<file path="config.mk">
export PLATFORM = sky130hd
export DESIGN_NAME = command_line_prefix_parser_flat
export DESIGN_NICKNAME = d
export VERILOG_FILES = /design/src/hdl/clpp_pkg.sv /design/src/hdl/clpp_ifs.sv /design/src/hdl/clpp_line_mem.sv /design/src/hdl/clpp_scan.sv /design/src/hdl/command_line_prefix_parser.sv /design/src/flat_wrapper.sv
export SDC_FILE = /design/constraint.sdc
export NUM_CORES = 1
export LEC_CHECK = 0
export BUFFER_PORTS_ARGS = -buffer_cell sky130_fd_sc_hd__buf_2
export CAP_MARGIN = 25
export CORE_UTILIZATION = 51
export CTS_CLUSTER_SIZE = 40
export DETAILED_ROUTE_END_ITERATION = 10
export PLACE_DENSITY = 0.64
export SYNTH_ARGS = -nofsm -noshare
export SYNTH_HDL_FRONTEND = slang
export SYNTH_SLANG_ARGS = --single-unit
</file>
<file path="constraint.sdc">
create_clock -name i_clk -period 4.13 [get_ports i_clk]
set_input_delay 0.6195 -clock i_clk [delete_from_list [all_inputs] [get_ports i_clk]]
set_output_delay 0.6195 -clock i_clk [all_outputs]
set_load 0.01 [all_outputs]
</file>
<file path="src/hdl/clpp_pkg.sv">
// package: shared types, character codes and command name table for the prefix parser
`default_nettype none
package clpp_pkg;

    localparam int unsigned LINE_LEN_DEF = 64;
    localparam int unsigned NAME_COUNT   = 6;
    localparam int unsigned NAME_MAX_LEN = 8;
    localparam int unsigned NAME_POS_W   = 3;
    localparam int unsigned ID_W         = 3;

    localparam logic [7:0] CH_NUL = 8'h00;
    localparam logic [7:0] CH_BS  = 8'h08;
    localparam logic [7:0] CH_TAB = 8'h09;
    localparam logic [7:0] CH_LF  = 8'h0A;
    localparam logic [7:0] CH_CR  = 8'h0D;
    localparam logic [7:0] CH_SP  = 8'h20;
    localparam logic [7:0] CH_UA  = 8'h41;
    localparam logic [7:0] CH_LA  = 8'h61;
    localparam logic [7:0] CH_LZ  = 8'h7A;
    localparam logic [7:0] CASE_GAP = CH_LA - CH_UA;

    // names padded with nul up to eight characters, index 5 first
    localparam logic [NAME_COUNT-1:0][63:0] NAME_ROM = {
        {"VERSION", 8'h00},
        {"HELP", 32'h0},
        {"STEP", 32'h0},
        {"RELOCATE"},
        {"TAKEOFF", 8'h00},
        {"PUTON", 24'h0}
    };

    typedef enum logic [1:0] {
        KIND_ECHO = 2'd0,
        KIND_CMD  = 2'd1,
        KIND_ERR  = 2'd2
    } t_kind;

    typedef enum logic [1:0] {
        MD_CHAR,
        MD_BS,
        MD_CR
    } t_mode;

    typedef enum logic {
        TS_IDLE,
        TS_EMIT
    } t_top_state;

    typedef enum logic [1:0] {
        SC_IDLE,
        SC_FETCH,
        SC_TEST,
        SC_DONE
    } t_scan_state;

    typedef struct packed {
        logic            done;
        logic            has_word;
        logic            unique_hit;
        logic [ID_W-1:0] id;
        logic [7:0]      arg;
    } t_scan_stat;

    function automatic logic [7:0] name_char(input logic [ID_W-1:0] k,
                                             input logic [NAME_POS_W-1:0] pos);
        logic [63:0] w;
        begin
            w = (k < ID_W'(NAME_COUNT)) ? NAME_ROM[k] : 64'h0;
            return w[{NAME_POS_W'(NAME_MAX_LEN - 1) - pos, 3'b000} +: 8];
        end
    endfunction

    function automatic logic [ID_W-1:0] first_set(input logic [NAME_COUNT-1:0] a);
        logic [ID_W-1:0] id;
        begin
            id = '0;
            for (int k = NAME_COUNT - 1; k >= 0; k--) begin
                if (a[k]) begin
                    id = ID_W'(k);
                end
            end
            return id;
        end
    endfunction

    function automatic logic is_single(input logic [NAME_COUNT-1:0] a);
        return (a != '0) && ((a & (a - 1'b1)) == '0);
    endfunction

    function automatic logic is_blank(input logic [7:0] c);
        return (c == CH_SP) || (c == CH_TAB);
    endfunction

    function automatic logic [7:0] to_upper(input logic [7:0] c);
        return (c inside {[CH_LA:CH_LZ]}) ? (c - CASE_GAP) : c;
    endfunction

endpackage
`default_nettype wire

</file>
<file path="src/hdl/clpp_ifs.sv">
// interfaces: received byte channel and result channel
`default_nettype none
interface clpp_rx_if;
    logic       valid;
    logic       ready;
    logic [7:0] rx_byte;

    modport source (output valid, output rx_byte, input ready);
    modport sink (input valid, input rx_byte, output ready);
endinterface

interface clpp_res_if;
    logic       valid;
    logic       ready;
    logic [1:0] kind;
    logic [7:0] out_byte;
    logic [2:0] command_id;
    logic [7:0] arg_byte;
    logic       last;

    modport source (output valid, output kind, output out_byte, output command_id,
                    output arg_byte, output last, input ready);
    modport sink (input valid, input kind, input out_byte, input command_id,
                  input arg_byte, input last, output ready);
endinterface
`default_nettype wire

</file>
<file path="src/hdl/clpp_line_mem.sv">
// line store: one write port, one registered read port
`default_nettype none
module clpp_line_mem #(
    parameter int unsigned DEPTH  = clpp_pkg::LINE_LEN_DEF,
    parameter int unsigned ADDR_W = $clog2(clpp_pkg::LINE_LEN_DEF)
) (
    input  wire logic              i_clk,
    input  wire logic              i_we,
    input  wire logic [ADDR_W-1:0] i_waddr,
    input  wire logic [7:0]        i_wdata,
    input  wire logic [ADDR_W-1:0] i_raddr,
    output logic      [7:0]        o_rdata
);

    logic [7:0] r_mem [DEPTH];

    always_ff @(posedge i_clk) begin
        if (i_we) begin
            r_mem[i_waddr] <= i_wdata;
        end
    end

    always_ff @(posedge i_clk) begin
        o_rdata <= r_mem[i_raddr];
    end

endmodule
`default_nettype wire

</file>
<file path="src/hdl/clpp_scan.sv">
// line scanner: walks the stored line, splits word and argument, matches name prefixes
`default_nettype none
module clpp_scan #(
    parameter int unsigned LEN_W  = $clog2(clpp_pkg::LINE_LEN_DEF + 1),
    parameter int unsigned ADDR_W = $clog2(clpp_pkg::LINE_LEN_DEF)
) (
    input  wire logic                  i_clk,
    input  wire logic                  i_rst_n,
    input  wire logic                  i_start,
    input  wire logic [LEN_W-1:0]      i_len,
    output logic      [ADDR_W-1:0]     o_raddr,
    input  wire logic [7:0]            i_rdata,
    output clpp_pkg::t_scan_stat       o_stat
);

    clpp_pkg::t_scan_state                r_state, n_state;
    logic [LEN_W-1:0]                     r_idx, n_idx;
    logic [LEN_W-1:0]                     r_len, n_len;
    logic                                 r_in_arg, n_in_arg;
    logic                                 r_has_word, n_has_word;
    logic [clpp_pkg::NAME_COUNT-1:0]      r_alive, n_alive;
    logic [7:0]                           r_arg, n_arg;
    logic                                 in_range;

    assign o_raddr  = r_idx[ADDR_W-1:0];
    assign in_range = (r_idx[LEN_W-1:clpp_pkg::NAME_POS_W] == '0);

    always_ff @(posedge i_clk) begin
        if (!i_rst_n) begin
            r_state <= clpp_pkg::SC_IDLE;
        end else begin
            r_state <= n_state;
        end
    end

    always_ff @(posedge i_clk) begin
        r_idx      <= n_idx;
        r_len      <= n_len;
        r_in_arg   <= n_in_arg;
        r_has_word <= n_has_word;
        r_alive    <= n_alive;
        r_arg      <= n_arg;
    end

    always_comb begin
        n_state    = r_state;
        n_idx      = r_idx;
        n_len      = r_len;
        n_in_arg   = r_in_arg;
        n_has_word = r_has_word;
        n_alive    = r_alive;
        n_arg      = r_arg;
        if (i_start) begin
            n_state    = clpp_pkg::SC_FETCH;
            n_idx      = '0;
            n_len      = i_len;
            n_in_arg   = 1'b0;
            n_has_word = 1'b0;
            n_alive    = '1;
            n_arg      = clpp_pkg::CH_NUL;
        end else begin
            case (r_state)
                clpp_pkg::SC_FETCH: begin
                    n_state = (r_idx == r_len) ? clpp_pkg::SC_DONE : clpp_pkg::SC_TEST;
                end
                clpp_pkg::SC_TEST: begin
                    if (!r_in_arg) begin
                        if (i_rdata == clpp_pkg::CH_NUL) begin
                            n_state = clpp_pkg::SC_DONE;
                        end else if (clpp_pkg::is_blank(i_rdata)) begin
                            n_in_arg = 1'b1;
                            n_idx    = r_idx + 1'b1;
                            n_state  = clpp_pkg::SC_FETCH;
                        end else begin
                            n_has_word = 1'b1;
                            for (int k = 0; k < clpp_pkg::NAME_COUNT; k++) begin
                                n_alive[k] = r_alive[k] & in_range &
                                    (clpp_pkg::name_char(clpp_pkg::ID_W'(k),
                                        r_idx[clpp_pkg::NAME_POS_W-1:0]) == i_rdata);
                            end
                            n_idx   = r_idx + 1'b1;
                            n_state = clpp_pkg::SC_FETCH;
                        end
                    end else if (clpp_pkg::is_blank(i_rdata)) begin
                        n_idx   = r_idx + 1'b1;
                        n_state = clpp_pkg::SC_FETCH;
                    end else begin
                        n_arg   = i_rdata;
                        n_state = clpp_pkg::SC_DONE;
                    end
                end
                default: ;
            endcase
        end
    end

    always_comb begin
        o_stat.done       = (r_state == clpp_pkg::SC_DONE);
        o_stat.has_word   = r_has_word;
        o_stat.unique_hit = clpp_pkg::is_single(r_alive);
        o_stat.id         = clpp_pkg::first_set(r_alive);
        o_stat.arg        = r_arg;
    end

endmodule
`default_nettype wire

</file>
<file path="src/hdl/command_line_prefix_parser.sv">
// top level: line editor, result sequencer and output register of the prefix parser
//
//  channel | dir | payload                                   | handshake
//  i_rx    | in  | rx_byte                                   | valid/ready
//  o_res   | out | kind, out_byte, command_id, arg_byte, last | valid/ready
//
// a plain byte is echoed; a backspace echoes backspace, space, backspace; an empty carriage return
// echoes CR, LF; a carriage return on a stored line walks it through the single read port, a fetch
// and a test state per character, and follows LF with a command or error result if it holds a word
// synchronous reset clears the line length and control; the line store is not cleared
// a stalled result register holds the sequencer; the next byte waits until the last
// result of the previous one is in the output register
`default_nettype none
module command_line_prefix_parser #(
    parameter int unsigned LINE_LEN = clpp_pkg::LINE_LEN_DEF
) (
    input  wire logic   i_clk,
    input  wire logic   i_rst_n,
    clpp_rx_if.sink     i_rx,
    clpp_res_if.source  o_res
);

    localparam int unsigned LEN_W  = $clog2(LINE_LEN + 1);
    localparam int unsigned ADDR_W = $clog2(LINE_LEN);

    clpp_pkg::t_top_state       r_state, n_state;
    clpp_pkg::t_mode            r_mode, n_mode;
    logic [1:0]                 r_step, n_step;
    logic [LEN_W-1:0]           r_len, n_len;
    logic                       r_scan_on, n_scan_on;
    logic [7:0]                 r_char, n_char;
    logic                       r_out_valid, n_out_valid;
    clpp_pkg::t_kind            r_kind, n_kind;
    logic [7:0]                 r_obyte, n_obyte;
    logic [clpp_pkg::ID_W-1:0]  r_cid, n_cid;
    logic [7:0]                 r_arg, n_arg;
    logic                       r_last, n_last;

    logic                       mem_we;
    logic [7:0]                 mem_rdata;
    logic [ADDR_W-1:0]          scan_raddr;
    logic                       scan_start;
    clpp_pkg::t_scan_stat       w_scan;

    logic                       e_avail;
    logic                       e_final;
    clpp_pkg::t_kind            e_kind;
    logic [7:0]                 e_byte;
    logic [clpp_pkg::ID_W-1:0]  e_id;
    logic [7:0]                 e_arg;
    logic                       slot_free;

    clpp_line_mem #(
        .DEPTH  (LINE_LEN),
        .ADDR_W (ADDR_W)
    ) u_mem (
        .i_clk   (i_clk),
        .i_we    (mem_we),
        .i_waddr (r_len[ADDR_W-1:0]),
        .i_wdata (clpp_pkg::to_upper(i_rx.rx_byte)),
        .i_raddr (scan_raddr),
        .o_rdata (mem_rdata)
    );

    clpp_scan #(
        .LEN_W  (LEN_W),
        .ADDR_W (ADDR_W)
    ) u_scan (
        .i_clk   (i_clk),
        .i_rst_n (i_rst_n),
        .i_start (scan_start),
        .i_len   (r_len),
        .o_raddr (scan_raddr),
        .i_rdata (mem_rdata),
        .o_stat  (w_scan)
    );

    assign i_rx.ready       = (r_state == clpp_pkg::TS_IDLE);
    assign o_res.valid      = r_out_valid;
    assign o_res.kind       = r_kind;
    assign o_res.out_byte   = r_obyte;
    assign o_res.command_id = r_cid;
    assign o_res.arg_byte   = r_arg;
    assign o_res.last       = r_last;

    always_ff @(posedge i_clk) begin
        if (!i_rst_n) begin
            r_state     <= clpp_pkg::TS_IDLE;
            r_mode      <= clpp_pkg::MD_CHAR;
            r_step      <= '0;
            r_len       <= '0;
            r_scan_on   <= 1'b0;
            r_out_valid <= 1'b0;
        end else begin
            r_state     <= n_state;
            r_mode      <= n_mode;
            r_step      <= n_step;
            r_len       <= n_len;
            r_scan_on   <= n_scan_on;
            r_out_valid <= n_out_valid;
        end
    end

    always_ff @(posedge i_clk) begin
        r_char  <= n_char;
        r_kind  <= n_kind;
        r_obyte <= n_obyte;
        r_cid   <= n_cid;
        r_arg   <= n_arg;
        r_last  <= n_last;
    end

    // result for the current sequencer step
    always_comb begin
        e_avail = 1'b0;
        e_final = 1'b0;
        e_kind  = clpp_pkg::KIND_ECHO;
        e_byte  = clpp_pkg::CH_NUL;
        e_id    = '0;
        e_arg   = clpp_pkg::CH_NUL;
        case (r_mode)
            clpp_pkg::MD_CHAR: begin
                e_avail = 1'b1;
                e_byte  = r_char;
                e_final = 1'b1;
            end
            clpp_pkg::MD_BS: begin
                e_avail = 1'b1;
                e_byte  = (r_step == 2'd1) ? clpp_pkg::CH_SP : clpp_pkg::CH_BS;
                e_final = (r_step == 2'd2);
            end
            clpp_pkg::MD_CR: begin
                case (r_step)
                    2'd0: begin
                        e_avail = 1'b1;
                        e_byte  = clpp_pkg::CH_CR;
                    end
                    2'd1: begin
                        e_avail = !r_scan_on || w_scan.done;
                        e_byte  = clpp_pkg::CH_LF;
                        e_final = !r_scan_on || !w_scan.has_word;
                    end
                    default: begin
                        e_avail = 1'b1;
                        e_final = 1'b1;
                        if (w_scan.unique_hit) begin
                            e_kind = clpp_pkg::KIND_CMD;
                            e_id   = w_scan.id;
                            e_arg  = w_scan.arg;
                        end else begin
                            e_kind = clpp_pkg::KIND_ERR;
                        end
                    end
                endcase
            end
            default: ;
        endcase
    end

    always_comb begin
        n_state     = r_state;
        n_mode      = r_mode;
        n_step      = r_step;
        n_len       = r_len;
        n_scan_on   = r_scan_on;
        n_char      = r_char;
        n_out_valid = r_out_valid;
        n_kind      = r_kind;
        n_obyte     = r_obyte;
        n_cid       = r_cid;
        n_arg       = r_arg;
        n_last      = r_last;
        mem_we      = 1'b0;
        scan_start  = 1'b0;
        slot_free   = !r_out_valid || o_res.ready;

        if (r_out_valid && o_res.ready) begin
            n_out_valid = 1'b0;
        end

        case (r_state)
            clpp_pkg::TS_IDLE: begin
                if (i_rx.valid) begin
                    n_step = '0;
                    n_char = i_rx.rx_byte;
                    if (i_rx.rx_byte == clpp_pkg::CH_CR) begin
                        n_mode     = clpp_pkg::MD_CR;
                        n_state    = clpp_pkg::TS_EMIT;
                        n_scan_on  = (r_len != '0);
                        scan_start = (r_len != '0);
                        n_len      = '0;
                    end else if (i_rx.rx_byte == clpp_pkg::CH_BS) begin
                        if (r_len != '0) begin
                            n_mode  = clpp_pkg::MD_BS;
                            n_state = clpp_pkg::TS_EMIT;
                            n_len   = r_len - 1'b1;
                        end
                    end else if (clpp_pkg::is_blank(i_rx.rx_byte) && (r_len == '0)) begin
                        n_mode = r_mode;
                    end else if (r_len < LEN_W'(LINE_LEN)) begin
                        mem_we  = 1'b1;
                        n_mode  = clpp_pkg::MD_CHAR;
                        n_state = clpp_pkg::TS_EMIT;
                        n_len   = r_len + 1'b1;
                    end
                end
            end
            clpp_pkg::TS_EMIT: begin
                if (slot_free && e_avail) begin
                    n_out_valid = 1'b1;
                    n_kind      = e_kind;
                    n_obyte     = e_byte;
                    n_cid       = e_id;
                    n_arg       = e_arg;
                    n_last      = e_final;
                    n_step      = r_step + 1'b1;
                    if (e_final) begin
                        n_state = clpp_pkg::TS_IDLE;
                    end
                end
            end
            default: ;
        endcase
    end

`ifndef SYNTHESIS
    a_len_bound: assert property (@(posedge i_clk) disable iff (!i_rst_n)
        r_len <= LEN_W'(LINE_LEN))
        else $error("line length beyond line size");

    a_cmd_is_last: assert property (@(posedge i_clk) disable iff (!i_rst_n)
        (o_res.valid && (o_res.kind != clpp_pkg::KIND_ECHO)) |-> o_res.last)
        else $error("command or error result not marked last");

    a_third_cr_result: assert property (@(posedge i_clk) disable iff (!i_rst_n)
        ((r_state == clpp_pkg::TS_EMIT) && (r_mode == clpp_pkg::MD_CR) && (r_step == 2'd2))
        |-> (w_scan.done && w_scan.has_word))
        else $error("match result without a finished scan of a word");

    a_unique_needs_word: assert property (@(posedge i_clk) disable iff (!i_rst_n)
        (w_scan.done && w_scan.unique_hit) |-> w_scan.has_word)
        else $error("unique match without a word");
`endif

endmodule
`default_nettype wire
</file>
<file path="src/flat_wrapper.sv">
// flat-port wrapper written by rule: the top's interface ports become plain ports
module command_line_prefix_parser_flat 
#(
    parameter int unsigned LINE_LEN = clpp_pkg::LINE_LEN_DEF
)
  (i_clk, i_rst_n, i_rx_valid, i_rx_rx_byte, i_rx_ready, o_res_valid, o_res_kind, o_res_out_byte, o_res_command_id, o_res_arg_byte, o_res_last, o_res_ready);
  clpp_rx_if i_rx_i ();
  clpp_res_if o_res_i ();
  input  wire logic i_clk;
  input  wire logic i_rst_n;
  input wire logic [$bits(i_rx_i.valid)-1:0] i_rx_valid;
  input wire logic [$bits(i_rx_i.rx_byte)-1:0] i_rx_rx_byte;
  output wire logic [$bits(i_rx_i.ready)-1:0] i_rx_ready;
  output wire logic [$bits(o_res_i.valid)-1:0] o_res_valid;
  output wire logic [$bits(o_res_i.kind)-1:0] o_res_kind;
  output wire logic [$bits(o_res_i.out_byte)-1:0] o_res_out_byte;
  output wire logic [$bits(o_res_i.command_id)-1:0] o_res_command_id;
  output wire logic [$bits(o_res_i.arg_byte)-1:0] o_res_arg_byte;
  output wire logic [$bits(o_res_i.last)-1:0] o_res_last;
  input wire logic [$bits(o_res_i.ready)-1:0] o_res_ready;
  assign i_rx_i.valid = i_rx_valid;
  assign i_rx_i.rx_byte = i_rx_rx_byte;
  assign i_rx_ready = i_rx_i.ready;
  assign o_res_valid = o_res_i.valid;
  assign o_res_kind = o_res_i.kind;
  assign o_res_out_byte = o_res_i.out_byte;
  assign o_res_command_id = o_res_i.command_id;
  assign o_res_arg_byte = o_res_i.arg_byte;
  assign o_res_last = o_res_i.last;
  assign o_res_i.ready = o_res_ready;
  command_line_prefix_parser #(.LINE_LEN(LINE_LEN)) u_core (.i_clk(i_clk), .i_rst_n(i_rst_n), .i_rx(i_rx_i), .o_res(o_res_i));
endmodule
</file>
# Word level (Yosys, flattened, before mapping)
# Memories as Yosys holds them, arrays and structs flattened. A register that Yosys moved wholly into a read port is not among the register bits.
# Index checks and enable logic that the tools add are counted.
[totals] register_bits=76 ram_bits=512 word_cells=184 memories=1
[op_classes] add_sub_neg=7 order_cmp=3 eq_ne=26 n_shift=6 muxes=60 bitwise=20 n_reduce_logical=39
[memory_table] memory="u_core.u_mem.r_mem" depth=64 word_bits=8 read_ports=1 rd_clocked_by_memory_dff=1 write_ports=1 line_no="clpp_line_mem.sv:15" source="logic [7:0] r_mem [DEPTH];"
[op_table] cell="64-bit by 7-bit indexed part select with 8-bit output (first input constant)" count=6
[op_table] cell="7-bit 2-to-1 mux" count=8
[op_table] cell="8-bit equality test" count=6
[op_table] cell="8-bit by 4-bit equality test with 1-bit output (second input constant)" count=4
[op_table] cell="1-bit 2-to-1 mux" count=27
[op_table] cell="2-bit 2-to-1 mux" count=13
[op_table] cell="8-bit one-hot mux with 3 select lines" count=1
[op_table] cell="8-bit by 6-bit equality test with 1-bit output (second input constant)" count=2
[op_table] cell="7-bit by 1-bit adder with 7-bit output (second input constant)" count=2
[op_table] cell="1-bit AND" count=12
[op_table] cell="3-bit AND reduction" count=3
[op_table] cell="2-bit equality test (second input constant)" count=4
[op_table] cell="8-bit by 7-bit >= comparator with 1-bit output (second input constant)" count=1
[op_table] cell="8-bit by 7-bit <= comparator with 1-bit output (second input constant)" count=1
[op_table] cell="8-bit zero test" count=1
[op_table] cell="8-bit 2-to-1 mux" count=1
[op_table] cell="2-bit one-hot mux with 2 select lines" count=2
[op_table] cell="4-bit one-hot mux with 2 select lines" count=1
[op_table] cell="8-bit OR reduction" count=1
[op_table] cell="8-bit by 6-bit subtractor with 8-bit output (second input constant)" count=1
[op_table] cell="7-bit equality test" count=1
[op_table] cell="7-bit zero test" count=1
[op_table] cell="7-bit < comparator (second input constant)" count=1
[op_table] cell="1-bit inverter" count=7
[op_table] cell="other kinds (31)" count=54

# Longest topological paths before layout
[logic_depth] depth_word=10 mapped_depth=11 ltp_nobuf=10

# By module
# From an unflattened synthesis, not the netlist that was laid out.
[unflattened] hier_cells=1425 area_unflattened_um2=24564.8
[by_module_without_submodules] module="clpp_line_mem" n_inst=1 cells_each=957 area_each_um2=20096.8 seq_area_each_um2=15534.9
[by_module_without_submodules] module="clpp_scan" n_inst=1 cells_each=267 area_each_um2=2280.9 seq_area_each_um2=710.7
[by_module_without_submodules] module="command_line_prefix_parser" n_inst=1 cells_each=201 area_each_um2=2187.1 seq_area_each_um2=1181.1

# Worst setup path after synthesis
# Ideal clock, no wire load.
[synth_path] kind="input to register" start="in i_rx_rx_byte[4]" end="mem u_core.u_mem.r_mem[0][6] (data pin)" setup_time_ps=549 arrival_ps=3157 path_slack_ps=425 cell_stages=4 path_buffers=0 cell_sequence="or3_1 o32ai_1 nor4_1 a21oi_1"
[synth_via] elab_chain_len=3
[synth_rtl] item="from (decl)" line_no="flat_wrapper.sv:12" source="input wire logic [$bits(i_rx_i.rx_byte)-1:0] i_rx_rx_byte;"
[synth_rtl] item="8-bit by 7-bit >= comparator with 1-bit output / 8-bit by 7-bit <= comparator with 1-bit output (equally long branches)" line_no="clpp_pkg.sv:95" source="return (c inside {[CH_LA:CH_LZ]}) ? (c - CASE_GAP) : c;"
[synth_rtl] item="1-bit logical AND" line_no="clpp_pkg.sv:95"
[synth_rtl] item="8-bit 2-to-1 mux (*)" line_no="clpp_pkg.sv:95"
[synth_rtl] item="named net u_core.u_mem.i_wdata[6]" line_no="clpp_line_mem.sv:10" source="input wire logic [7:0] i_wdata,"
[synth_rtl] item="to (decl)" line_no="clpp_line_mem.sv:15"
# The timed path passes the listed nets; every way through them passes the cells marked *.

# Final worst setup path
[layout_path] start="reg u_core.r_len[2]" end="mem u_core.u_mem.r_mem[48][3], enable pin"
[layout_via] elab_chain_len=9
[layout_rtl] item="from (decl)" line_no="command_line_prefix_parser.sv:29" source="logic [LEN_W-1:0] r_len, n_len;"
[layout_rtl] item="from (signal assigned)" line_no="command_line_prefix_parser.sv:98" source="r_len <= n_len;"
[layout_rtl] item="7-bit < comparator / 7-bit zero test (equally long branches)" line_no="command_line_prefix_parser.sv:200, command_line_prefix_parser.sv:198"
[layout_rtl] item="1-bit 2-to-1 mux / 1-bit logical AND (equally long branches)" line_no="command_line_prefix_parser.sv:200, command_line_prefix_parser.sv:198"
[layout_rtl] item="1-bit 2-to-1 mux" line_no="command_line_prefix_parser.sv:198" source="end else if (clpp_pkg::is_blank(i_rx.rx_byte) && (r_len == '0)) begin"
[layout_rtl] item="1-bit 2-to-1 mux" line_no="command_line_prefix_parser.sv:192" source="end else if (i_rx.rx_byte == clpp_pkg::CH_BS) begin"
[layout_rtl] item="1-bit 2-to-1 mux" line_no="command_line_prefix_parser.sv:186" source="if (i_rx.rx_byte == clpp_pkg::CH_CR) begin"
[layout_rtl] item="1-bit 2-to-1 mux" line_no="command_line_prefix_parser.sv:183" source="if (i_rx.valid) begin"
[layout_rtl] item="1-bit 2-to-1 mux" line_no="command_line_prefix_parser.sv:181" source="case (r_state)"
[layout_rtl] item="1-bit 2-to-1 mux" line_no="clpp_line_mem.sv:18" source="if (i_we) begin"
[layout_rtl] item="1-bit 2-to-1 mux (implied by the code)" line_no="clpp_line_mem.sv:19" source="r_mem[i_waddr] <= i_wdata;"
# Several ways; a longest one is shown, not always the timed one.

==> impl_metrics.json <==
{
  "arrival_ns": 3.41,
  "core_mm2": 0.0469,
  "rsz0062_at_grt": "false",
  "grt_max_degree": 65,
  "ctsHoldBuffers": 0,
  "cts.path.max_buffers": 3,
  "place_hpwl_mm": 34.6,
  "drive_above_1_share_pct": 22.5,
  "htreeDepth": 2,
  "grt_pass1_vias": 13100,
  "nFillCells": 3495,
  "start_util_pct": 52.1,
  "worstPathRequired_ns": 4.37,
  "gp_congestion": 0.842,
  "slew_viol_final": 0,
  "ys_async_sr_fraction_pct": 0,
  "failed_checks": "design-rule violations",
  "fp.dieH_um": 221,
  "worstMarginPinSlew_ns": 0.873,
  "vias": 13000,
  "cts_tree": "yes",
  "drc": 5,
  "io_pins": 36,
  "antenna_cells": 0,
  "fin_setup_tns_ns": 0,
  "finalPower_mw": 14.5,
  "power.density_mw_per_mm2": 529,
  "yosysSeqAreaShare_pct": 71.4,
  "min_period_ns": 3.17,
  "drtAntennaViolNets": 0,
  "placed_area_mm2": 0.0255,
  "postCtsSetupBuffers": 0,
  "synth_edf_count": 549,
  "finalInstanceArea_mm2": 0.0274,
  "p_leak_nw": 9.03,
  "max-slew-margin-rel_pct": 41.7,
  "holdCritPathClass": "primary input to flip-flop",
  "path_class": "flip-flop to flip-flop",
  "clock_latency_ns": 0.63,
  "area_growth_pct": 12.0,
  "cp_max_fo": 15,
  "die-area_mm2": 0.0488,
  "synth_nets": 1437,
  "numPortBuffers": 35,
  "end_kind": "flip-flop",
  "cp-start-kind": "flip-flop",
  "drt_first_pass_iters": 9,
  "clock_skew_ns": 0.0220,
  "grt_use_met1_pct": 33.3,
  "outcome": "finished, violations left",
  "hold_viol": 0,
  "r2r_slack_ns": 0.96,
  "grt_util_met3_pct": 4.20,
  "syn_inst": 1405,
  "ys_ff_latch": 596,
  "drt_iter0_drc": 1347,
  "track_usage_pct": 23.5,
  "synth.avg_cell_area_um2": 17.4,
  "cts_buffers": 60,
  "viasPerCell": 6.08,
  "fin_crit_sh_pct": 76.8,
  "wl_mm": 56.3,
  "synth_cell_types": 68,
  "rows": 79,
  "fmax_mhz": 315,
  "use_met2_pct": 36.7,
  "path_clk_slew_ns": 0.07,
  "ys_warn_count": 0,
  "utilization_pct": 58.4,
  "setup_viol": 0,
  "grt-ovfl-total": 0,
  "fp.dieW_um": 221,
  "grt_pass1_wl_mm": 84.2,
  "final_nets": 1505,
  "drt-wirelength-per-cell_um": 26.4,
  "ys.flop_type": "edfxtp_1",
  "cts_resized": 0,
  "vdd_drop_max_v": 0.000393,
  "max-cap-violations": 0,
  "clock_sinks": 596,
  "syn-cell-area_mm2": 0.0244,
  "cts_root_buf": "clkbuf_16",
  "antenna_found_initial": 0,
  "grt_busiest_layer": "met2"
}
-- cells in the mapped netlist, types with 19 or more instances --
cell type    n  area, um2
a21oi_1     43        215
buf_2       22        110
clkbuf_1    35        131
dfxtp_1     47        941
edfxtp_1   549      16500
ha_1        20        250
mux2i_1     41        410
mux4_2     132       2970
nand2_1     82        308
nand3_1     19       95.1
nor2_1     104        390
o21ai_0     25        125
xnor2_1     19        166
-- kinds of logic (layout without fill, tap and decap cells) --
group                    count (synthesis)  count (layout)  share of synthesized area, %
flip-flops                             596             596                          71.4
multiplexers                           177             177                          14.0
AO/OA/AOI/OAI                          140             140                          3.72
adder cells (fa/ha/maj)                 20              20                          1.02
buffers and inverters                  100             219                          1.76
XOR/XNOR                                36              36                          1.29
AND/OR/NAND/NOR                        336             336                          6.79
-- placed cells by master, fill, tap and decap left out, types with 6 or more instances in the layout --
cell type	count
a21oi_1	42
a21o_1	7
nor2_2	8
buf_4	46
a22oi_1	6
buf_2	35
clkbuf_16	61
nor2b_1	15
nor4_1	12
nor2_1	103
clkinvlp_4	8
inv_1	17
edfxtp_1	549
a311oi_1	7
or3_1	9
and2_1	15
nand2_1	82
a31oi_1	10
xnor2_1	19
nand4_1	8
clkinv_1	17
clkinv_2	14
o21ai_0	25
mux4_2	132
clkbuf_1	8
ha_1	20
and3_1	9
xor2_1	17
o211ai_1	6
nand2b_1	8
dfxtp_1	44
nor3_1	17
nand3_1	19
mux2i_1	41
-- area by class of cell --
cell class	instances	area, um2	area share (%)
clock buffer	72	1600	5.84
tap	607	759	2.78
timing repair buffer	86	621	2.27
inverter	20	75.1	0.274
clock inverter	41	260	0.951
sequential	596	17400	63.8
multi-input combinational	709	6600	24.1
-- metrics by stage --
step / std cells / setup slack, ns / hold WS, ns
global route: 2131 / 0.804 / 0.215
CTS: 2131 / 0.992 / 0.196
floorplan: 1405 / 0.425 / 0.403
detailed placement: 2018 / 0.508 / 0.473
finish: 2131 / 0.958 / 0.229
global placement: 2018 / 0.541 / 0.462
-- layer usage --
| metal | vias up | wire, um |
|---|---|---|
| li1 | 5693 | - |
| met1 | 6631 | 23300 |
| met2 | 552 | 26700 |
| met3 | 91 | 4570 |
| met4 | 0 | 1770 |
| met5 | - | 0 |
-- power by group --
group          internal (mW)  switching (mW)
registers               6.74           0.324
logic                   1.06            1.23
clock network           2.82            2.28
total                   10.6            3.84
-- flip-flops by register name, summed over array words and instances, names as in the netlist, 2 cells and up --
signal	cells
u_core.o_res.out_byte	8
u_core.r_len	7
u_core.o_res.command_id	3
u_core.r_step	2
u_core.u_mem.o_rdata	8
u_core.u_mem.r_mem	512
u_core.u_scan.r_alive	6
u_core.u_scan.r_len	7
u_core.u_scan.r_arg	8
u_core.u_scan.r_state	2
u_core.u_scan.r_idx	7
u_core.r_mode	2
u_core.o_res.kind	2
u_core.o_res.arg_byte	8
u_core.r_char	8
-- worst max-delay path, cell delays in order, from the launching register on --
cell	delay, ns
dfxtp_1	0.63
or3_1	0.28
a2111oi_1	0.08
o21a_1	0.20
nor3_1	0.20
buf_4	0.18
nand2b_1	0.44
nor2_1	0.76
-- final timing paths --
check / start / to / cells after the start
worst min register to register: u_core.u_scan.r_has_word$_SDFFE_PP0P_ / u_core.u_scan.r_has_word$_SDFFE_PP0P_ / 2
worst max-delay path: u_core.r_len[2]$_SDFFE_PN0P_ / u_core.u_mem.r_mem[48][3]$_DFFE_PP_ / 7
worst min-delay path: i_rx_rx_byte[6] / u_core.r_char[6]$_DFFE_PP_ / 1
worst max register to register: u_core.r_len[2]$_SDFFE_PN0P_ / u_core.u_mem.r_mem[48][3]$_DFFE_PP_ / 7
Note: power is estimated with default switching activity, not from simulation.
